==> src/rtl/sled_pkg.sv <==
// shared types and constants of the string literal escape decoder
`default_nettype none

package sled_pkg;

  localparam int unsigned FIFO_DEPTH = 4;
  localparam int unsigned FIFO_AW    = $clog2(FIFO_DEPTH);

  localparam logic [1:0] KIND_DATA  = 2'd0;
  localparam logic [1:0] KIND_END   = 2'd1;
  localparam logic [1:0] KIND_ERROR = 2'd2;

  localparam logic [1:0] ERR_UNTERM     = 2'd0;
  localparam logic [1:0] ERR_BAD_ESC    = 2'd1;
  localparam logic [1:0] ERR_INCOMPLETE = 2'd2;
  localparam logic [1:0] ERR_BAD_HEX    = 2'd3;

  localparam logic [7:0]  ESC_CODE       = 8'd27;
  localparam logic [31:0] MAX_CODE_POINT = 32'h0010_FFFF;

  // what follows the leading error and the flushed value
  typedef enum logic [1:0] {
    TAIL_NONE   = 2'd0,
    TAIL_END    = 2'd1,
    TAIL_DATA   = 2'd2,
    TAIL_UNTERM = 2'd3
  } tail_e;

  typedef struct packed {
    logic        err_v;
    logic [1:0]  err_code;
    logic        flush_v;
    logic        uni;
    logic [31:0] value;
    tail_e       tail;
    logic [7:0]  tail_byte;
  } cmd_t;

  typedef struct packed {
    logic [1:0] kind;
    logic [7:0] data_byte;
    logic [1:0] error_code;
    logic       last;
  } result_t;

endpackage

`default_nettype wire

==> src/rtl/sled_in_if.sv <==
// source byte channel
`default_nettype none

interface sled_in_if;
  logic       valid;
  logic       ready;
  logic [7:0] source_byte;

  modport source (output valid, output source_byte, input ready);
  modport sink (input valid, input source_byte, output ready);
endinterface

`default_nettype wire

==> src/rtl/sled_out_if.sv <==
// decoded result channel
`default_nettype none

interface sled_out_if;
  logic       valid;
  logic       ready;
  logic [1:0] kind;
  logic [7:0] data_byte;
  logic [1:0] error_code;
  logic       last;

  modport source (output valid, output kind, output data_byte, output error_code,
                  output last, input ready);
  modport sink (input valid, input kind, input data_byte, input error_code,
                input last, output ready);
endinterface

`default_nettype wire

==> src/rtl/sled_front.sv <==
// front end: byte classification, escape state and hex accumulation
`default_nettype none

module sled_front import sled_pkg::*; (
  input  logic       clk_i,
  input  logic       rst_ni,
  input  logic       in_valid_i,
  input  logic [7:0] source_byte_i,
  output logic       in_ready_o,
  input  logic       full_i,
  output logic       push_o,
  output cmd_t       cmd_o
);

  typedef enum logic [1:0] {
    MODE_PLAIN  = 2'd0,
    MODE_ESCAPE = 2'd1,
    MODE_HEX    = 2'd2
  } mode_e;

  localparam logic [7:0] CH_NUL     = 8'h00;
  localparam logic [7:0] CH_CR      = 8'h0D;
  localparam logic [7:0] CH_QUOTE   = 8'h22;
  localparam logic [7:0] CH_PERCENT = 8'h25;
  localparam logic [7:0] CH_ZERO    = 8'h30;
  localparam logic [7:0] CH_BSLASH  = 8'h5C;
  localparam logic [7:0] CH_UPPER_U = 8'h55;
  localparam logic [7:0] CH_A       = 8'h61;
  localparam logic [7:0] CH_B       = 8'h62;
  localparam logic [7:0] CH_E       = 8'h65;
  localparam logic [7:0] CH_F       = 8'h66;
  localparam logic [7:0] CH_N       = 8'h6E;
  localparam logic [7:0] CH_R       = 8'h72;
  localparam logic [7:0] CH_T       = 8'h74;
  localparam logic [7:0] CH_U       = 8'h75;
  localparam logic [7:0] CH_V       = 8'h76;
  localparam logic [7:0] CH_X       = 8'h78;

  mode_e       mode_q, mode_d;
  logic [3:0]  digits_q, digits_d;
  logic [31:0] acc_q, acc_d;
  logic        uni_q, uni_d;

  logic        accept;
  logic        plain;
  logic        flush;
  logic [31:0] flush_val;
  logic [4:0]  hd;
  logic [31:0] acc_shift;
  logic [3:0]  dec;
  cmd_t        cmd;

  // {valid, value}
  function automatic logic [4:0] hex_digit(input logic [7:0] c);
    logic [4:0] r;
    r = '0;
    if (c >= 8'h30 && c <= 8'h39) begin
      r = {1'b1, c[3:0]};
    end else if ((c >= 8'h61 && c <= 8'h66) || (c >= 8'h41 && c <= 8'h46)) begin
      r = {1'b1, c[3:0] + 4'd9};
    end
    return r;
  endfunction

  always_comb begin
    cmd       = '0;
    cmd.tail  = TAIL_NONE;
    mode_d    = mode_q;
    digits_d  = digits_q;
    acc_d     = acc_q;
    uni_d     = uni_q;
    plain     = 1'b0;
    flush     = 1'b0;
    flush_val = acc_q;
    hd        = hex_digit(source_byte_i);
    acc_shift = {acc_q[27:0], hd[3:0]};
    dec       = digits_q - 4'd1;

    case (mode_q)
      MODE_ESCAPE: begin
        mode_d = MODE_PLAIN;
        case (source_byte_i)
          CH_QUOTE, CH_BSLASH, CH_PERCENT: begin
            cmd.tail      = TAIL_DATA;
            cmd.tail_byte = source_byte_i;
          end
          CH_ZERO: begin
            cmd.tail      = TAIL_DATA;
            cmd.tail_byte = 8'd0;
          end
          CH_A: begin
            cmd.tail      = TAIL_DATA;
            cmd.tail_byte = 8'd7;
          end
          CH_B: begin
            cmd.tail      = TAIL_DATA;
            cmd.tail_byte = 8'd8;
          end
          CH_E: begin
            cmd.tail      = TAIL_DATA;
            cmd.tail_byte = ESC_CODE;
          end
          CH_F: begin
            cmd.tail      = TAIL_DATA;
            cmd.tail_byte = 8'd12;
          end
          CH_N: begin
            cmd.tail      = TAIL_DATA;
            cmd.tail_byte = 8'd10;
          end
          CH_R: begin
            cmd.tail      = TAIL_DATA;
            cmd.tail_byte = 8'd13;
          end
          CH_T: begin
            cmd.tail      = TAIL_DATA;
            cmd.tail_byte = 8'd9;
          end
          CH_V: begin
            cmd.tail      = TAIL_DATA;
            cmd.tail_byte = 8'd11;
          end
          CH_U: begin
            mode_d   = MODE_HEX;
            digits_d = 4'd4;
            acc_d    = '0;
            uni_d    = 1'b1;
          end
          CH_UPPER_U: begin
            mode_d   = MODE_HEX;
            digits_d = 4'd8;
            acc_d    = '0;
            uni_d    = 1'b1;
          end
          CH_X: begin
            mode_d   = MODE_HEX;
            digits_d = 4'd2;
            acc_d    = '0;
            uni_d    = 1'b0;
          end
          default: begin
            cmd.err_v    = 1'b1;
            cmd.err_code = ERR_BAD_ESC;
            if (source_byte_i == CH_NUL) begin
              cmd.tail = TAIL_UNTERM;
            end
          end
        endcase
      end
      MODE_HEX: begin
        if (digits_q == 4'd0) begin
          plain = 1'b1;
        end else if (source_byte_i == CH_QUOTE || source_byte_i == CH_NUL) begin
          cmd.err_v    = 1'b1;
          cmd.err_code = ERR_INCOMPLETE;
          flush        = 1'b1;
          cmd.tail     = TAIL_END;
          mode_d       = MODE_PLAIN;
          digits_d     = 4'd0;
        end else if (!hd[4]) begin
          cmd.err_v    = 1'b1;
          cmd.err_code = ERR_BAD_HEX;
          flush        = 1'b1;
          digits_d     = 4'd0;
          plain        = 1'b1;
        end else begin
          acc_d    = acc_shift;
          digits_d = dec;
          if (dec == 4'd0) begin
            flush     = 1'b1;
            flush_val = acc_shift;
            mode_d    = MODE_PLAIN;
          end
        end
      end
      default: plain = 1'b1;
    endcase

    if (plain) begin
      mode_d = MODE_PLAIN;
      case (source_byte_i)
        CH_QUOTE:  cmd.tail = TAIL_END;
        CH_CR:     cmd.tail = TAIL_NONE;
        CH_NUL:    cmd.tail = TAIL_UNTERM;
        CH_BSLASH: mode_d = MODE_ESCAPE;
        default: begin
          cmd.tail      = TAIL_DATA;
          cmd.tail_byte = source_byte_i;
        end
      endcase
    end

    cmd.value   = flush_val;
    cmd.uni     = uni_q;
    cmd.flush_v = flush && (!uni_q || flush_val <= MAX_CODE_POINT);
  end

  assign accept     = in_valid_i && !full_i;
  assign in_ready_o = !full_i;
  assign push_o     = accept && (cmd.err_v || cmd.flush_v || cmd.tail != TAIL_NONE);
  assign cmd_o      = cmd;

  always_ff @(posedge clk_i or negedge rst_ni) begin
    if (!rst_ni) begin
      mode_q   <= MODE_PLAIN;
      digits_q <= '0;
      acc_q    <= '0;
      uni_q    <= 1'b0;
    end else if (accept) begin
      mode_q   <= mode_d;
      digits_q <= digits_d;
      acc_q    <= acc_d;
      uni_q    <= uni_d;
    end
  end

  a_digits_in_hex: assert property (@(posedge clk_i) disable iff (!rst_ni)
    (digits_q != 4'd0) |-> (mode_q == MODE_HEX))
    else $error("hex digits pending outside hex mode");

  a_no_push_when_full: assert property (@(posedge clk_i) disable iff (!rst_ni)
    full_i |-> !push_o)
    else $error("command pushed into full queue");

endmodule

`default_nettype wire

==> src/rtl/sled_fifo.sv <==
// command queue between front end and back end
`default_nettype none

module sled_fifo import sled_pkg::*; (
  input  logic clk_i,
  input  logic rst_ni,
  input  logic push_i,
  input  cmd_t push_cmd_i,
  output logic full_o,
  output logic head_valid_o,
  output cmd_t head_o,
  input  logic pop_i
);

  cmd_t               mem_q [FIFO_DEPTH];
  logic [FIFO_AW-1:0] wptr_q, rptr_q;
  logic [FIFO_AW:0]   count_q;

  assign full_o       = (count_q == (FIFO_AW+1)'(FIFO_DEPTH));
  assign head_valid_o = (count_q != '0);
  assign head_o       = mem_q[rptr_q];

  always_ff @(posedge clk_i) begin
    if (push_i) begin
      mem_q[wptr_q] <= push_cmd_i;
    end
  end

  always_ff @(posedge clk_i or negedge rst_ni) begin
    if (!rst_ni) begin
      wptr_q  <= '0;
      rptr_q  <= '0;
      count_q <= '0;
    end else begin
      if (push_i) begin
        wptr_q <= wptr_q + 1'b1;
      end
      if (pop_i) begin
        rptr_q <= rptr_q + 1'b1;
      end
      case ({push_i, pop_i})
        2'b10:   count_q <= count_q + 1'b1;
        2'b01:   count_q <= count_q - 1'b1;
        default: count_q <= count_q;
      endcase
    end
  end

  a_count_bound: assert property (@(posedge clk_i) disable iff (!rst_ni)
    count_q <= (FIFO_AW+1)'(FIFO_DEPTH))
    else $error("queue count beyond depth");

endmodule

`default_nettype wire

==> src/rtl/sled_back.sv <==
// back end: expands one command into result transactions, utf-8 encoding
`default_nettype none

module sled_back import sled_pkg::*; (
  input  logic    clk_i,
  input  logic    rst_ni,
  input  logic    head_valid_i,
  input  cmd_t    head_i,
  output logic    pop_o,
  output logic    out_valid_o,
  input  logic    out_ready_i,
  output result_t result_o
);

  logic       out_valid_q;
  result_t    res_q;
  logic [2:0] pos_q;

  logic [7:0]  fb [4];
  logic [2:0]  fb_n;
  logic [2:0]  err_n;
  logic [2:0]  tail_n;
  logic [2:0]  n;
  logic [2:0]  rel;
  logic [2:0]  trel;
  logic [31:0] v;
  result_t     item;
  logic        advance;

  always_comb begin
    v     = head_i.value;
    fb[0] = v[7:0];
    fb[1] = 8'h00;
    fb[2] = 8'h00;
    fb[3] = 8'h00;
    fb_n  = 3'd1;
    if (!head_i.uni || v <= 32'h0000_007F) begin
      fb_n = 3'd1;
    end else if (v <= 32'h0000_07FF) begin
      fb[0] = {3'b110, v[10:6]};
      fb[1] = {2'b10, v[5:0]};
      fb_n  = 3'd2;
    end else if (v <= 32'h0000_FFFF) begin
      fb[0] = {4'b1110, v[15:12]};
      fb[1] = {2'b10, v[11:6]};
      fb[2] = {2'b10, v[5:0]};
      fb_n  = 3'd3;
    end else begin
      fb[0] = {5'b11110, v[20:18]};
      fb[1] = {2'b10, v[17:12]};
      fb[2] = {2'b10, v[11:6]};
      fb[3] = {2'b10, v[5:0]};
      fb_n  = 3'd4;
    end
    if (!head_i.flush_v) begin
      fb_n = 3'd0;
    end

    err_n = {2'b00, head_i.err_v};
    case (head_i.tail)
      TAIL_END, TAIL_DATA: tail_n = 3'd1;
      TAIL_UNTERM:         tail_n = 3'd2;
      default:             tail_n = 3'd0;
    endcase
    n = err_n + fb_n + tail_n;

    rel  = pos_q - err_n;
    trel = rel - fb_n;
    item = '0;
    if (head_i.err_v && pos_q == 3'd0) begin
      item.kind       = KIND_ERROR;
      item.error_code = head_i.err_code;
    end else if (rel < fb_n) begin
      item.kind      = KIND_DATA;
      item.data_byte = fb[rel[1:0]];
    end else begin
      case (head_i.tail)
        TAIL_DATA: begin
          item.kind      = KIND_DATA;
          item.data_byte = head_i.tail_byte;
        end
        TAIL_UNTERM: begin
          if (trel == 3'd0) begin
            item.kind       = KIND_ERROR;
            item.error_code = ERR_UNTERM;
          end else begin
            item.kind = KIND_END;
          end
        end
        default: item.kind = KIND_END;
      endcase
    end
    item.last = (pos_q == n - 3'd1);
  end

  assign advance     = !out_valid_q || out_ready_i;
  assign pop_o       = advance && head_valid_i && item.last;
  assign out_valid_o = out_valid_q;
  assign result_o    = res_q;

  always_ff @(posedge clk_i or negedge rst_ni) begin
    if (!rst_ni) begin
      out_valid_q <= 1'b0;
      pos_q       <= '0;
    end else if (advance) begin
      out_valid_q <= head_valid_i;
      if (head_valid_i) begin
        pos_q <= item.last ? 3'd0 : pos_q + 3'd1;
      end
    end
  end

  always_ff @(posedge clk_i) begin
    if (advance && head_valid_i) begin
      res_q <= item;
    end
  end

  a_pos_needs_head: assert property (@(posedge clk_i) disable iff (!rst_ni)
    (pos_q != 3'd0) |-> head_valid_i)
    else $error("partial command without queue head");

  a_pos_below_count: assert property (@(posedge clk_i) disable iff (!rst_ni)
    head_valid_i |-> (pos_q < n))
    else $error("result position beyond command length");

  a_data_zero_fields: assert property (@(posedge clk_i) disable iff (!rst_ni)
    (out_valid_q && res_q.kind != KIND_DATA) |-> (res_q.data_byte == 8'h00))
    else $error("non-data result carries a data byte");

endmodule

`default_nettype wire

==> src/rtl/string_literal_escape_decoder.sv <==
// top level of the string literal escape decoder
//
// byte_i takes the raw bytes of a string literal after its opening quote, one
// per transaction; result_o gives the decoded results (data byte, end of string
// or error report), with last set on the final result caused by one byte.
// Bytes that give no result (carriage return, backslash, an escape letter or
// hex digit that only starts or continues an escape) produce no transaction.
// The front end updates the escape state and pushes one command per byte that
// gives a result into a four-entry queue; the back end turns each command into
// one to six results, one per cycle while result_o is ready, through a
// registered output stage. With the queue empty, a byte's command is written
// into the queue and its first result is then registered into the output stage.
// byte_i takes one byte per cycle while each byte gives at most one result and
// result_o is ready; for a byte that gives more results, the queue absorbs the
// difference until it fills, when byte_i.ready drops.
// Reset clears the escape state, the queue and the output stage; the decoder
// then starts in plain text mode. A stalled result_o holds its transaction
// and stops the back end; byte_i keeps accepting until the queue is full.
`default_nettype none

module string_literal_escape_decoder import sled_pkg::*; (
  input  logic              clk_i,
  input  logic              rst_ni,
  sled_in_if.sink           byte_i,
  sled_out_if.source        result_o
);

  logic    full;
  logic    push;
  cmd_t    push_cmd;
  logic    head_valid;
  cmd_t    head;
  logic    pop;
  result_t res;

  sled_front u_front (
    .clk_i         (clk_i),
    .rst_ni        (rst_ni),
    .in_valid_i    (byte_i.valid),
    .source_byte_i (byte_i.source_byte),
    .in_ready_o    (byte_i.ready),
    .full_i        (full),
    .push_o        (push),
    .cmd_o         (push_cmd)
  );

  sled_fifo u_fifo (
    .clk_i        (clk_i),
    .rst_ni       (rst_ni),
    .push_i       (push),
    .push_cmd_i   (push_cmd),
    .full_o       (full),
    .head_valid_o (head_valid),
    .head_o       (head),
    .pop_i        (pop)
  );

  sled_back u_back (
    .clk_i        (clk_i),
    .rst_ni       (rst_ni),
    .head_valid_i (head_valid),
    .head_i       (head),
    .pop_o        (pop),
    .out_valid_o  (result_o.valid),
    .out_ready_i  (result_o.ready),
    .result_o     (res)
  );

  assign result_o.kind       = res.kind;
  assign result_o.data_byte  = res.data_byte;
  assign result_o.error_code = res.error_code;
  assign result_o.last       = res.last;

endmodule

`default_nettype wire
==> src/flat_wrapper.sv <==
// flat-port wrapper written by rule: the top's interface ports become plain ports
module string_literal_escape_decoder_flat import sled_pkg::*;
  (clk_i, rst_ni, byte_i_valid, byte_i_source_byte, byte_i_ready, result_o_valid, result_o_kind, result_o_data_byte, result_o_error_code, result_o_last, result_o_ready);
  sled_in_if byte_i_i ();
  sled_out_if result_o_i ();
  input  logic clk_i;
  input  logic rst_ni;
  input wire logic [$bits(byte_i_i.valid)-1:0] byte_i_valid;
  input wire logic [$bits(byte_i_i.source_byte)-1:0] byte_i_source_byte;
  output wire logic [$bits(byte_i_i.ready)-1:0] byte_i_ready;
  output wire logic [$bits(result_o_i.valid)-1:0] result_o_valid;
  output wire logic [$bits(result_o_i.kind)-1:0] result_o_kind;
  output wire logic [$bits(result_o_i.data_byte)-1:0] result_o_data_byte;
  output wire logic [$bits(result_o_i.error_code)-1:0] result_o_error_code;
  output wire logic [$bits(result_o_i.last)-1:0] result_o_last;
  input wire logic [$bits(result_o_i.ready)-1:0] result_o_ready;
  assign byte_i_i.valid = byte_i_valid;
  assign byte_i_i.source_byte = byte_i_source_byte;
  assign byte_i_ready = byte_i_i.ready;
  assign result_o_valid = result_o_i.valid;
  assign result_o_kind = result_o_i.kind;
  assign result_o_data_byte = result_o_i.data_byte;
  assign result_o_error_code = result_o_i.error_code;
  assign result_o_last = result_o_i.last;
  assign result_o_i.ready = result_o_ready;
  string_literal_escape_decoder u_core (.clk_i(clk_i), .rst_ni(rst_ni), .byte_i(byte_i_i), .result_o(result_o_i));
endmodule
==> config.mk <==
export PLATFORM = sky130hd
export DESIGN_NAME = string_literal_escape_decoder_flat
export DESIGN_NICKNAME = d
export VERILOG_FILES = /design/src/rtl/sled_pkg.sv /design/src/rtl/sled_in_if.sv /design/src/rtl/sled_out_if.sv /design/src/rtl/sled_front.sv /design/src/rtl/sled_fifo.sv /design/src/rtl/sled_back.sv /design/src/rtl/string_literal_escape_decoder.sv /design/src/flat_wrapper.sv
export SDC_FILE = /design/constraint.sdc
export NUM_CORES = 1
export LEC_CHECK = 0
export BUFFER_PORTS_ARGS = -buffer_cell sky130_fd_sc_hd__buf_4
export CORE_ASPECT_RATIO = 0.6
export CORE_MARGIN = 10
export CORE_UTILIZATION = 40
export CTS_CLUSTER_DIAMETER = 60
export CTS_CLUSTER_SIZE = 30
export DETAILED_ROUTE_END_ITERATION = 6
export PLACE_DENSITY = 0.56
export SETUP_SLACK_MARGIN = 0.05
export SYNTH_ARGS = -nofsm -noshare
export SYNTH_HDL_FRONTEND = slang
export SYNTH_SLANG_ARGS = --single-unit
==> constraint.sdc <==
create_clock -name clk_i -period 14.1 [get_ports clk_i]
set_input_delay 2.82 -clock clk_i [delete_from_list [all_inputs] [get_ports clk_i]]
set_output_delay 2.82 -clock clk_i [all_outputs]
set_load 0.01 [all_outputs]
### Word-level counts from Yosys, hierarchy flattened

Memories as Yosys holds them, arrays and structs flattened.
Index checks and enable logic that the tools add are counted.

| operators by class | value |
|---|---|
| add/sub/neg operators | 12 |
| mux-type cells | 71 |
| reductions and logical operators | 44 |
| $lt $le $gt $ge | 12 |
| bitwise logic cells | 1 |
| equality and inequality tests | 33 |

Operators by type and width:

| kind | count |
|---|---|
| two-way mux 32 bit | 10 |
| equality test 8 x 7 -> 1 bit (second input constant) | 12 |
| case mux 8 bit (9 select lines) | 1 |
| case mux 32 bit (2 select lines) | 1 |
| two-way mux 8 bit | 6 |
| <= comparator 32 x 11 -> 1 bit (second input constant) | 1 |
| <= comparator 32 x 16 -> 1 bit (second input constant) | 1 |
| <= comparator 32 x 21 -> 1 bit (second input constant) | 1 |
| <= comparator 32 x 7 -> 1 bit (second input constant) | 1 |
| two-way mux 16 bit | 2 |
| two-way mux 3 bit | 9 |
| equality test 8 x 6 -> 1 bit (second input constant) | 3 |
| two-way mux 21 bit | 1 |
| two-way mux 10 bit | 2 |
| case mux 2 bit (2 select lines) | 5 |
| binary-select mux 8 bit (select 2 bit) | 1 |
| >= comparator 8 x 7 -> 1 bit (second input constant) | 2 |
| <= comparator 8 x 7 -> 1 bit (second input constant) | 2 |
| two-way mux 2 bit | 8 |
| OR reduction 15 bit | 1 |
| two-way mux 1 bit | 13 |
| two-way mux 4 bit | 3 |
| case mux 3 bit (2 select lines) | 2 |
| case mux 4 bit (3 select lines) | 1 |
| 44 further kinds | 84 |

| storage, ports and cells | value |
|---|---|
| memories kept | 1 |
| register bits after elaboration | 63 |
| logic and storage cells | 188 |
| input port bits | 12 |
| bits in writable memories | 188 |

Memories:

| memory | depth | bits a word | read ports | clocked after Yosys merged registers in | wr ports | RTL line | source |
|---|---|---|---|---|---|---|---|
| u_core.u_fifo.mem_q | 4 | 47 | 1 | 0 | 1 | sled_fifo.sv:15 | `cmd_t mem_q [FIFO_DEPTH];` |

### Logic depth before layout (Yosys ltp)

Gate-level depths: netlist (run 1).

| depth | value |
|---|---|
| word-level depth | 18 |
| mapped depth | 27 |

### Modules after synthesis

A second synthesis (run 1) with hierarchy kept.

| second synthesis, totals | value |
|---|---|
| cells, all modules | 845 |
| area, all modules | 12070.3 µm² |

By module, submodules not included:

| module | area an instance (µm²) | seq. area each (µm²) | cells each | times used |
|---|---|---|---|---|
| sled_fifo | 7195.7 | 5820.6 | 279 | 1 |
| sled_front | 3223.1 | 975.9 | 368 | 1 |
| sled_back | 1651.6 | 490.5 | 198 | 1 |

### Worst setup path after synthesis (run 1)

OpenSTA, ideal clock, no wires.

| timing | value |
|---|---|
| path kind | input -> register |
| start point | input port byte_i_source_byte[0] |
| end point | memory u_core.u_fifo.mem_q[0][0] (netlist bit), enable pin |
| setup slack | 6802 ps |
| library setup time | 452 ps |
| stages | 11 |
| data arrival time | 6847 ps |
| required time | 13648 ps |
| buffers on the path | 1 |
| cell sequence | clkbuf_1 -> inv_1 -> ha_1 -> mux2i_1 -> nor2_1 -> a221o_1 -> a211o_2 -> o32ai_1 -> or3_4 -> o41ai_4 -> nor2_1 |

RTL lines:

| what | RTL line | source |
|---|---|---|
| start: declaration | flat_wrapper.sv:9 | `input wire logic [$bits(byte_i_i.source_byte)-1:0] byte_i_source_byte;` |
| end: declaration | sled_fifo.sv:15 |  |

### Final worst setup path (run 1)

| timing | value |
|---|---|
| start point | input port byte_i_source_byte[1] |
| end point | memory u_core.u_fifo.mem_q[1][2] (netlist bit), enable pin |

| on the way | value |
|---|---|
| cells in the longest elaborated chain, start to end | 18 |
| elaborated cells between the ends (all ways) | 68 |
| those cells by class | 1 x add/sub; 7 x order compare; 16 x eq/ne; 29 x mux; 15 x reduce/logical |

RTL lines:

| what | RTL line | source |
|---|---|---|
| >= comparator 8 x 7 -> 1 bit or <= comparator 8 x 7 -> 1 bit (tied branches) | sled_front.sv:59 | `end else if ((c >= 8'h61 && c <= 8'h66) \|\| (c >= 8'h41 && c <= 8'h46)) begin` |
| logical AND 1 bit | sled_front.sv:59 |  |
| logical OR 1 bit | sled_front.sv:59 |  |
| two-way mux 5 bit | sled_front.sv:59 |  |
| two-way mux 5 bit | sled_front.sv:57 | `if (c >= 8'h30 && c <= 8'h39) begin` |
| two-way mux 32 bit | sled_front.sv:169 | `if (dec == 4'd0) begin` |
| two-way mux 32 bit | sled_front.sv:160 | `end else if (!hd[4]) begin` |
| two-way mux 32 bit | sled_front.sv:153 | `end else if (source_byte_i == CH_QUOTE \|\| source_byte_i == CH_NUL) begin` |
| (+2 left out) | n/a |  |
| <= comparator 32 x 21 -> 1 bit | sled_front.sv:195 | `cmd.flush_v = flush && (!uni_q \|\| flush_val <= MAX_CODE_POINT);` |
| logical OR 1 bit | sled_front.sv:195 |  |
| logical AND 1 bit | sled_front.sv:195 |  |
| logical OR 1 bit | sled_front.sv:200 | `assign push_o = accept && (cmd.err_v \|\| cmd.flush_v \|\| cmd.tail != TAIL_NONE);` |
| logical OR 1 bit * | sled_front.sv:200 |  |
| logical AND 1 bit * | sled_front.sv:200 |  |
| two-way mux 1 bit * | sled_fifo.sv:24 | `if (push_i) begin` |
| two-way mux 1 bit (implied by the code) * | sled_fifo.sv:25 | `mem_q[wptr_q] <= push_cmd_i;` |

Mark *: on every way between the ends. The rest lies on a longest branch, timed or not.

==> results.sh, run 1 <==
export IMPL_iteration_0_drc_markers=750
export IMPL_commonest_non_fill_non_tap_cell_in_the_layout="edfxtp_1"
export IMPL_ys_dominant_reg_cell="edfxtp_1"
export IMPL_synth_async_sr_flop_share_pct=19.9
export IMPL_report_power_total_mw=2.42
export IMPL_leakagePower_nw=4.75
export IMPL_clk_path_buf_depth=3
export IMPL_netlist_instances=931
export IMPL_multi_input_comb_area_um2=4290
export IMPL_cts_repair_resize_count=0
export IMPL_routabilityCongestion=0.880
export IMPL_synthMuxAreaShare_pct=8.36
export IMPL_grt_util_all_layers_pct=14.9
export IMPL_die_width_um=243
export IMPL_place_hpwl_um=19200
export IMPL_hold_path_depth=1
export IMPL_number_of_register_bits_inferred_by_synthesis=251
export IMPL_synth_xor_area_share_pct=1.09
export IMPL_max_slew_margin_rel_pct=34.0
export IMPL_share_of_post_route_cells_with_drive_strength_above_1_pct=12.0
export IMPL_yosys_warnings=0
export IMPL_post_synth_and_or_nand_nor_area_fraction_pct=13.1
export IMPL_antenna_found_initial=0
export IMPL_cts_buffers=15
export IMPL_worst_endpoint_required_time_ns=14.27
export IMPL_grt_max_degree=65
export IMPL_setup_viol_count_final=0
export IMPL_fmax_mhz=139
export IMPL_drv_max_cap_violation_count=0
export IMPL_timing_critical_path_from_type="input pin"
export IMPL_mean_number_of_vias_per_cell=5.53
export IMPL_compound_cell_area_share_of_the_yosys_netlist_pct=9.66
export IMPL_fp_coreArea_um2=29100
export IMPL_final_cells=1349
export IMPL_timing_final_crit_share_pct=51.0
export IMPL_pwr_share_seq_pct=41.7
export IMPL_yosysUniqueCellTypes=85
export IMPL_endpoint_kind="flip-flop"
export IMPL_postCtsSetupBuffers=0
export IMPL_seq_area_frac_synth_pct=60.9
export IMPL_fillers=2675
export IMPL_die_area_um2=37400
export IMPL_synthesis_area_um2=12000
export IMPL_dpl_cell_count=1323
export IMPL_synthesis_nets=974
export IMPL_postPlaceCellArea_um2=12500
export IMPL_comb_power_share_pct=37.7
export IMPL_first_global_vias=6918
export IMPL_critical_path_peak_fanout=30
export IMPL_register_area_um2=7290
export IMPL_rr_worst_depth=25
export IMPL_min_delay_path_class="reg -> reg"
export IMPL_rows=48
export IMPL_cts_tree="done"
export IMPL_ant_nets=0
export IMPL_initial_utilization_pct=41.1
export IMPL_commonest_cells_after_routing_fill_and_taps_aside="edfxtp_1 (201), nand2_1 (183), o21ai_0 (56)"
export IMPL_detail_route_drc_violations=0
export IMPL_detailedRoute_firstPassIterationCount=5
export IMPL_critPathArrivalTime_ns=7.35
export IMPL_result_of_the_run="complete, no violations"
export IMPL_p_sw_share_pct=36.4
export IMPL_count_of_flip_flops_with_a_built_in_enable_after_synthesis=201
export IMPL_timing_worst_setup_path_type="in -> reg"
export IMPL_die_h_um=154
export IMPL_hold_viol_final=0
export IMPL_clock_skew_ns=0.0338
export IMPL_tightest_slew_ns=0.986
export IMPL_yosys_area_share_adder_pct=3.43
export IMPL_largest_family_of_logic_cells_by_synthesized_area="simple AND/OR/NAND/NOR gates"
export IMPL_clkSinkCount=251
export IMPL_power_report_internal_total_mw=1.54
export IMPL_nets=983
export IMPL_powerDensity_nw_per_um2=186
export IMPL_clk_root_buffer_cell="clkbuf_16"
export IMPL_total_overflow_reported_by_the_global_router=0
export IMPL_num_antenna_cells=0
export IMPL_numPortBuffers=26
export IMPL_via_count=7466
export IMPL_worst_setup_hold_path_clk_slew_ns=0.10
export IMPL_htree_levels=1
export IMPL_postLayoutCellArea_um2=13000
export IMPL_p_switching_mw=0.883
export IMPL_finalSetupTns_ns=0
export IMPL_syn_avg_cell_area_um2=12.8
export IMPL_period_needed_ns=7.18
export IMPL_worst_skew_pair_late_latency_ns=0.53
export IMPL_slew_viol_final=0
export IMPL_ctsHoldBuffers=0
export IMPL_power_ir_vdd_worst_uv=102
export IMPL_flow_area_growth_from_synthesis_pct=9.00
export IMPL_unrepaired_setup_endpoints_after_global_routing="no"
export IMPL_boundaryPins=27
export IMPL_wl_per_cell_um=20.8
export IMPL_wire_length_of_the_first_global_routing_pass_um=43600
export IMPL_clock_power_share_pct=20.5
export IMPL_postRouteWirelength_um=28100
[synthesized netlist by cell type, types with 4 or more instances]
library cell  number  area [µm²]
edfxtp_1         201        6040
nand2_1          183         687
o21ai_0           56         280
dfrtp_1           50        1250
inv_1             42         158
ha_1              28         350
nor2_1            28         105
clkbuf_1          24        90.1
mux4_2            23         518
a21oi_1           22         110
nand3_1           21         105
nor3_1            15        75.1
mux4_1            13         342
nor2b_1           12        75.1
nor4_1            12        75.1
o31ai_1           12        90.1
a21o_1            10        75.1
and2_1             9        56.3
xnor2_1            9        78.8
mux2i_1            8        80.1
a211oi_1           7        52.6
buf_2              7        35.0
nand2b_1           7        43.8
a22oi_1            6        45.0
o22ai_1            6        37.5
or3_1              6        37.5
buf_4              5        37.5
o211ai_1           5        37.5
o21a_1             5        37.5
a22o_1             4        35.0
a31oi_1            4        25.0
buf_6              4        45.0
mux2_2             4        45.0
nand3b_1           4        30.0
nor4b_1            4        35.0
xor2_1             4        35.0
[layout make-up]
class                   count  share of cell area (%)
flip-flops and latches    251                    55.9
well taps                 400                    3.84
multi-input cells         593                    32.9
repair buffers             37                    2.13
clock inverters             9                    1.07
inverters                  42                    1.21
clock buffers              17                    2.94
[per-stage QoR]
| step | worst slack, ns | util (%) | hold slack, ns |
|---|---|---|---|
| final | 6.92 | 44.8 | 0.507 |
| after global routing | 6.42 | 44.8 | 0.539 |
| after CTS | 6.91 | 44.8 | 0.507 |
| after detailed placement | 6.37 | 43.0 | 0.489 |
| after global placement | 6.52 | 43.0 | 0.485 |
| after floorplan | 6.80 | - | 0.464 |
[power groups by stage]
stage               Sequential (mW)  Combinational (mW)  Clock, mW
finish                         1.01               0.915      0.498
global route                   1.03                1.02      0.539
CTS                            1.01               0.925      0.511
detailed placement             1.03               0.919          0
global placement               1.03               0.911          0
floorplan                      1.02               0.672          0
[state kept, by name, summed over array words and instances, names as in the netlist]
signal / flops
u_core.u_front.mode_q: 2
u_core.u_fifo.mem_q: 188
u_core.u_front.uni_q: 1
u_core.u_front.acc_q: 32
u_core.u_front.digits_q: 4
u_core.u_back.pos_q: 3
u_core.u_fifo.rptr_q: 2
u_core.u_fifo.wptr_q: 2
u_core.u_fifo.count_q: 3
u_core.u_back.out_valid_o: 1
u_core.u_back.result_o: 13
[worst paths after layout]
check                                                  to  slack (ns)                     start
worst min register to register   u_core.u_fifo.count_q[2]        0.51  u_core.u_fifo.count_q[2]
worst max register to register   u_core.u_fifo.count_q[2]        6.98   u_core.u_fifo.rptr_q[0]
worst max-delay path            u_core.u_fifo.mem_q[1][2]        6.92     byte_i_source_byte[1]
max in group asynchronous        u_core.u_front.acc_q[18]       11.25                    rst_ni
min in group asynchronous          u_core.u_back.pos_q[2]        2.33                    rst_ni
worst min-delay path             u_core.u_fifo.count_q[2]        0.51  u_core.u_fifo.count_q[2]
[per-layer routing]
layer / routed length [µm] / share of wire [%] / GRT usage (%)
met5: 0 / 0 / 0
met4: 314 / 1.1 / 2.19
met3: 1810 / 6.4 / 2.72
met2: 11000 / 39 / 19.8
met1: 15000 / 53 / 24.5
[cell families (layout without fill, tap and decap cells)]
family / count (synthesis) / in the layout
flops: 251 / 251
compound gates: 170 / 170
fa+ha+maj: 31 / 31
mux: 49 / 49
simple gates: 329 / 329
xor+xnor: 14 / 14
buf+inv: 87 / 105
[critical path: stages]
cell,delay [ns]
buf_4,0.14
inv_1,0.09
ha_1,0.26
o21bai_1,0.11
a21o_1,0.24
nand2_1,0.43
and2_1,0.86
a21boi_0,0.33
a2111oi_2,0.66
o41ai_4,0.27
nor2_4,0.61
buf_4,0.49
No activity file was read; power rests on OpenSTA's default activity.
==> run 2: changes to the inputs <==
Settings changed: ABC_AREA set to 1, PLACE_DENSITY 0.56 to 0.58.
Clock period 14.1 ns to 6.1 ns, I/O delays scaled along.
==> run 2 against run 1 <==
Sequential share of layout area decreased by 1.6 points; critical endpoint is now u_core.u_fifo.count_q[2]; largest cell class unchanged; worst hold slack worse by 0.025 ns; clock-buffer cell count down 2; first-iteration DRC count rose by 22%; critical path depth increased by 13; combinational power rose to 3.9 times the previous value; cell count grew 26%; highest routed layer unchanged.
==> results.sh, run 2 <==
export IMPL_htree_levels=1
export IMPL_worst_skew_pair_late_latency_ns=0.52
export IMPL_report_power_total_mw=7.43
export IMPL_cts_tree="done"
export IMPL_setup_viol_count_final=0
export IMPL_min_delay_path_class="reg -> reg"
export IMPL_yosys_warnings=0
export IMPL_die_h_um=156
export IMPL_timing_critical_path_from_type="flip-flop"
export IMPL_clk_path_buf_depth=3
export IMPL_period_needed_ns=5.33
export IMPL_utilization_pct=44.5
export IMPL_cts_repair_resize_count=0
export IMPL_postLayoutCellArea_um2=13400
export IMPL_routabilityCongestion=0.890
export IMPL_synth_top_cell_area_share_pct=49.0
export IMPL_flow_area_growth_from_synthesis_pct=9.01
export IMPL_die_width_um=246
export IMPL_share_of_post_route_cells_with_drive_strength_above_1_pct=8.24
export IMPL_total_overflow_reported_by_the_global_router=0
export IMPL_syn_avg_cell_area_um2=9.68
export IMPL_unrepaired_setup_endpoints_after_global_routing="no"
export IMPL_commonest_cells_after_routing_fill_and_taps_aside="nand2_1 (333), edfxtp_1 (201), inv_1 (117)"
export IMPL_synthesis_nets=1314
export IMPL_timing_worst_setup_path_type="reg -> reg"
export IMPL_synth_top_area_cell="edfxtp_1"
export IMPL_fmax_mhz=188
export IMPL_die_area_um2=38400
export IMPL_yosysUniqueCellTypes=48
export IMPL_antenna_found_initial=0
export IMPL_post_synth_top_count_cell="nand2_1"
export IMPL_critPathArrivalTime_ns=5.73
export IMPL_synth_async_sr_flop_share_pct=19.9
export IMPL_place_hpwl_um=21700
export IMPL_via_count=8851
export IMPL_nets=1322
export IMPL_detail_route_drc_violations=0
export IMPL_critical_path_peak_fanout=31
export IMPL_result_of_the_run="complete, no violations"
export IMPL_largest_register_ffs=188
export IMPL_hold_viol_final=0
export IMPL_layout_setup_ws_ns=0.773
export IMPL_postCtsSetupBuffers=0
export IMPL_wire_length_of_the_first_global_routing_pass_um=48300
export IMPL_ctsHoldBuffers=0
export IMPL_largest_register="u_core.u_fifo.mem_q"
export IMPL_finalSetupTns_ns=0
export IMPL_drv_max_cap_violation_count=0
export IMPL_fp_coreArea_um2=30200
export IMPL_timing_final_crit_share_pct=87.3
export IMPL_leakagePower_nw=5.46
export IMPL_ys_dominant_reg_cell="edfxtp_1"
export IMPL_power_ir_vdd_worst_uv=326
export IMPL_synth_top_cells_by_count="nand2_1 (333), edfxtp_1 (201), inv_1 (117)"
export IMPL_clkSinkCount=251
export IMPL_tightest_slew_ns=1.32
export IMPL_clock_skew_ns=0.0337
export IMPL_mean_number_of_vias_per_cell=5.22
export IMPL_postRouteWirelength_um=31000
export IMPL_endpoint_kind="flip-flop"
export IMPL_grt_max_degree=51
export IMPL_clk_root_buffer_cell="clkbuf_16"
export IMPL_grt_util_all_layers_pct=16.0
export IMPL_pre_cts_setup_slack_ns=0.709
export IMPL_detailedRoute_firstPassIterationCount=5
export IMPL_worst_setup_hold_path_clk_slew_ns=0.10
export IMPL_num_antenna_cells=0
export IMPL_wl_per_cell_um=18.3
export IMPL_count_of_flip_flops_with_a_built_in_enable_after_synthesis=201
export IMPL_postPlaceCellArea_um2=12900
export IMPL_post_synth_main_area_contributors="edfxtp_1 (49%), dfrtp_1 (10%), nand2_1 (10%)"
export IMPL_synthesis_area_um2=12300
export IMPL_netlist_instances=1271
export IMPL_seq_area_frac_synth_pct=59.2
export IMPL_rows=49
export IMPL_commonest_non_fill_non_tap_cell_in_the_layout="nand2_1"
export IMPL_number_of_register_bits_inferred_by_synthesis=251
export IMPL_boundaryPins=27
export IMPL_max_slew_margin_rel_pct=11.3
export IMPL_slew_viol_final=0
export IMPL_first_global_vias=8143
export IMPL_numPortBuffers=26
export IMPL_initial_utilization_pct=40.8
export IMPL_powerDensity_nw_per_um2=554
export IMPL_fillers=2888
export IMPL_iteration_0_drc_markers=915
export IMPL_cts_buffers=14
export IMPL_ant_nets=0
export IMPL_worst_endpoint_required_time_ns=6.50
## run 2: changes by cell type in the layout (fill, tap and decap cells not counted), moves of 23 or more
| cell | before | now |
|---|---|---|
| nand2_1 | 183 | 333 |
| nand3_1 | 21 | 101 |
| nor2_1 | 24 | 100 |
| mux4_2 | 23 | 0 |
| o21ai_0 | 56 | 109 |
| inv_1 | 42 | 117 |
## run 2: cell families after synthesis
kind of cell,Yosys count,synth area share (%)
AOI/OAI and AO/OA,215,9.96
buffers and inverters,182,6.58
muxes,1,0.0813
and+or+nand+nor,578,19.8
xor gates and xnor gates,13,0.986
DFF,251,59.2
adders and majority gates,31,3.33
## run 2: layer usage
layer,global-route usage [%],vias up,part of all wire [%]
li1,-,4315,-
met1,26.4,4252,54
met2,20.1,258,36
met3,4.55,26,9.0
met4,2.01,0,1.0
met5,0,-,0
## run 2: layout make-up
cell class                 instances  area (µm²)  area share, %
multi-input combinational        838        4240           31.6
timing repair buffer              47         390           2.91
sequential                       251        7290           54.3
clock buffer                      15         375           2.80
inverter                         127         480           3.58
clock inverter                     8         134          0.998
tap                              408         510           3.81
## run 2: critical path: stages (launching register included)
cell and delay, ns:
dfrtp_1 0.40, inv_2 0.46, nand3_1 0.14, nand2_1 0.21
nand4_1 0.22, nor2_2 0.17, nand2_1 0.28, o21ai_2 0.20
buf_4 0.16, o21ai_0 0.13, ha_1 0.35, inv_1 0.06
ha_1 0.13, inv_1 0.05, fa_1 0.38, xnor2_1 0.18
xor2_1 0.25, xor2_2 0.17, nand2_2 0.12, nor2_4 0.14
ha_1 0.16, inv_1 0.07, fa_1 0.38, a21oi_1 0.14
o21ai_0 0.11, xor2_1 0.15
## run 2: final timing paths
path	end	start	cells past startpoint	slack, ns
setup / recovery	u_core.u_fifo.count_q[2]	u_core.u_fifo.rptr_q[1]	25	0.77
hold / removal	u_core.u_fifo.count_q[0]	u_core.u_fifo.count_q[0]	1	0.48
setup reg to reg	u_core.u_fifo.count_q[2]	u_core.u_fifo.rptr_q[1]	25	0.77
hold reg to reg	u_core.u_fifo.count_q[0]	u_core.u_fifo.count_q[0]	1	0.48
max in group asynchronous	u_core.u_fifo.rptr_q[0]	rst_ni	1	4.83
min in group asynchronous	u_core.u_fifo.count_q[0]	rst_ni	1	0.77
## run 2: per-stage QoR
step / hold WS, ns / instances
after CTS: 0.484 / 1694
after global placement: 0.465 / 1671
after detailed placement: 0.465 / 1671
after floorplan: 0.446 / 1271
final: 0.482 / 1694
after global routing: 0.508 / 1694
## run 2: power by group
part	switching, mW	internal (mW)	total (mW)
sequential	0.183	2.56	2.74
clock	0.599	0.559	1.16
combinational	2.48	1.06	3.53
==> run 3: changes to the inputs <==
Settings changed: CTS_BUF_LIST set to sky130_fd_sc_hd__clkbuf_8.
==> run 3 against run 2 <==
Clock-buffer cell count is the same; worst setup slack gained 0.051 ns; cell area shrank 1.3%; combinational power is essentially flat; clock power shrank 21%; register-to-register slack gained 0.05 ns; worst hold slack gained 0.0059 ns; global-route usage is essentially flat; sequential power is essentially flat; critical endpoint unchanged.
==> results.sh, run 3 (synthesis results as in run 2) <==
export IMPL_postRouteWirelength_um=31000
export IMPL_total_overflow_reported_by_the_global_router=0
export IMPL_antenna_found_initial=0
export IMPL_clkSinkCount=251
export IMPL_num_antenna_cells=0
export IMPL_clk_path_buf_depth=3
export IMPL_grt_max_degree=51
export IMPL_largest_register_ffs=188
export IMPL_place_hpwl_um=21700
export IMPL_drv_max_cap_violation_count=0
export IMPL_postCtsSetupBuffers=0
export IMPL_crit_family="adder cells"
export IMPL_setup_viol_count_final=0
export IMPL_boundaryPins=27
export IMPL_cp_slowest_stage_delay_ns=0.47
export IMPL_utilization_pct=43.9
export IMPL_cts_tree="done"
export IMPL_hold_viol_final=0
export IMPL_mean_number_of_vias_per_cell=5.25
export IMPL_endpoint_kind="flip-flop"
export IMPL_detail_route_drc_violations=0
export IMPL_critical_path_peak_fanout=31
export IMPL_powerDensity_nw_per_um2=542
export IMPL_setup_reg_to_reg_worst_slack_ns=0.82
export IMPL_die_width_um=246
export IMPL_worst_endpoint_required_time_ns=6.59
export IMPL_iteration_0_drc_markers=855
export IMPL_via_count=8889
export IMPL_tightest_slew_ns=1.34
export IMPL_numPortBuffers=26
export IMPL_max_slew_margin_rel_pct=9.97
export IMPL_cts_buffers=14
export IMPL_wire_length_of_the_first_global_routing_pass_um=48300
export IMPL_clk_root_buffer_cell="clkbuf_8"
export IMPL_commonest_non_fill_non_tap_cell_in_the_layout="nand2_1"
export IMPL_timing_worst_setup_path_type="reg -> reg"
export IMPL_nets=1322
export IMPL_ant_nets=0
export IMPL_first_global_vias=8128
export IMPL_die_area_um2=38400
export IMPL_cts_repair_resize_count=0
export IMPL_largest_register="u_core.u_fifo.mem_q"
export IMPL_wl_per_cell_um=18.3
export IMPL_clock_skew_ns=0.0590
export IMPL_timing_critical_path_slowest_stage_cell="inv_2"
export IMPL_leakagePower_nw=5.38
export IMPL_timing_final_crit_share_pct=86.5
export IMPL_commonest_cells_after_routing_fill_and_taps_aside="nand2_1 (333), edfxtp_1 (201), inv_1 (117)"
export IMPL_fp_coreArea_um2=30200
export IMPL_critPathArrivalTime_ns=5.77
export IMPL_initial_utilization_pct=40.8
export IMPL_htree_levels=1
export IMPL_die_h_um=156
export IMPL_rows=49
export IMPL_slew_viol_final=0
export IMPL_critical_path_n_buffers_inverters=5
export IMPL_ctsHoldBuffers=0
export IMPL_period_needed_ns=5.28
export IMPL_detailedRoute_firstPassIterationCount=5
export IMPL_power_ir_vdd_worst_uv=264
export IMPL_flow_area_growth_from_synthesis_pct=7.64
export IMPL_unrepaired_setup_endpoints_after_global_routing="no"
export IMPL_routabilityCongestion=0.890
export IMPL_share_of_post_route_cells_with_drive_strength_above_1_pct=8.24
export IMPL_timing_critical_path_from_type="flip-flop"
export IMPL_finalSetupTns_ns=0
export IMPL_grt_util_all_layers_pct=16.0
export IMPL_min_delay_path_class="reg -> reg"
export IMPL_result_of_the_run="complete, no violations"
export IMPL_fmax_mhz=190
export IMPL_worst_skew_pair_late_latency_ns=0.60
export IMPL_worst_setup_hold_path_clk_slew_ns=0.16
-- run 3: cell counts in the layout (fill, tap and decap cells not counted) --
No cell type changed its count.
-- run 3: power by group --
| part | internal (mW) | switching (mW) | total [mW] |
|---|---|---|---|
| combinational | 1.06 | 2.48 | 3.53 |
| clock | 0.341 | 0.576 | 0.916 |
| sequential | 2.55 | 0.182 | 2.74 |
-- run 3: final timing paths --
path,from,end,cells after the start
max in group asynchronous,rst_ni,u_core.u_front.acc_q[20],1
min in group asynchronous,rst_ni,u_core.u_fifo.count_q[0],1
hold / removal,u_core.u_fifo.count_q[0],u_core.u_fifo.count_q[0],1
hold reg to reg,u_core.u_fifo.count_q[0],u_core.u_fifo.count_q[0],1
setup / recovery,u_core.u_fifo.rptr_q[1],u_core.u_fifo.count_q[2],25
setup reg to reg,u_core.u_fifo.rptr_q[1],u_core.u_fifo.count_q[2],25
-- run 3: cell type report --
type	instances	area (µm²)
clock inverters	8	134
inverters	127	480
clock buffers	15	206
fillers	2901	16900
multi-input cells	838	4240
repair buffers	47	390
well taps	408	510
flip-flops and latches	251	7290
-- run 3: per-layer routing --
metal | wire length [µm] | vias to the layer above | global-route usage [%]
met5 | 0 | - | 0
met4 | 346 | 0 | 2.15
met3 | 2520 | 21 | 3.92
met2 | 11300 | 280 | 20.0
met1 | 16800 | 4287 | 26.8
li1 | - | 4301 | -
-- run 3: worst register-to-register path, cell delays in order (launching register included) --
cell     delay [ns]
dfrtp_1        0.42
inv_2          0.47
nand3_1        0.15
nand2_1        0.21
nand4_1        0.20
nor2_2         0.16
nand2_1        0.28
o21ai_2        0.21
buf_4          0.16
o21ai_0        0.13
ha_1           0.35
inv_1          0.06
ha_1           0.13
inv_1          0.05
fa_1           0.38
xnor2_1        0.18
xor2_1         0.25
xor2_2         0.17
nand2_2        0.12
nor2_4         0.13
ha_1           0.15
inv_1          0.07
fa_1           0.38
a21oi_1        0.14
o21ai_0        0.11
xor2_1         0.15
-- run 3: stage by stage --
stage / instance area (µm²) / hold slack (ns) / instances / total power [mW] / setup slack, ns
2_1_floorplan: 12300 / 0.446 / 1271 / 5.18 / 1.57
3_3_place_gp: 12900 / 0.465 / 1671 / 6.28 / 0.796
3_5_place_dp: 12900 / 0.465 / 1671 / 6.28 / 0.709
4_1_cts: 13200 / 0.489 / 1694 / 7.20 / 0.809
5_1_grt: 13200 / 0.513 / 1694 / 7.76 / 0.401
6_report: 13200 / 0.488 / 1694 / 7.18 / 0.824
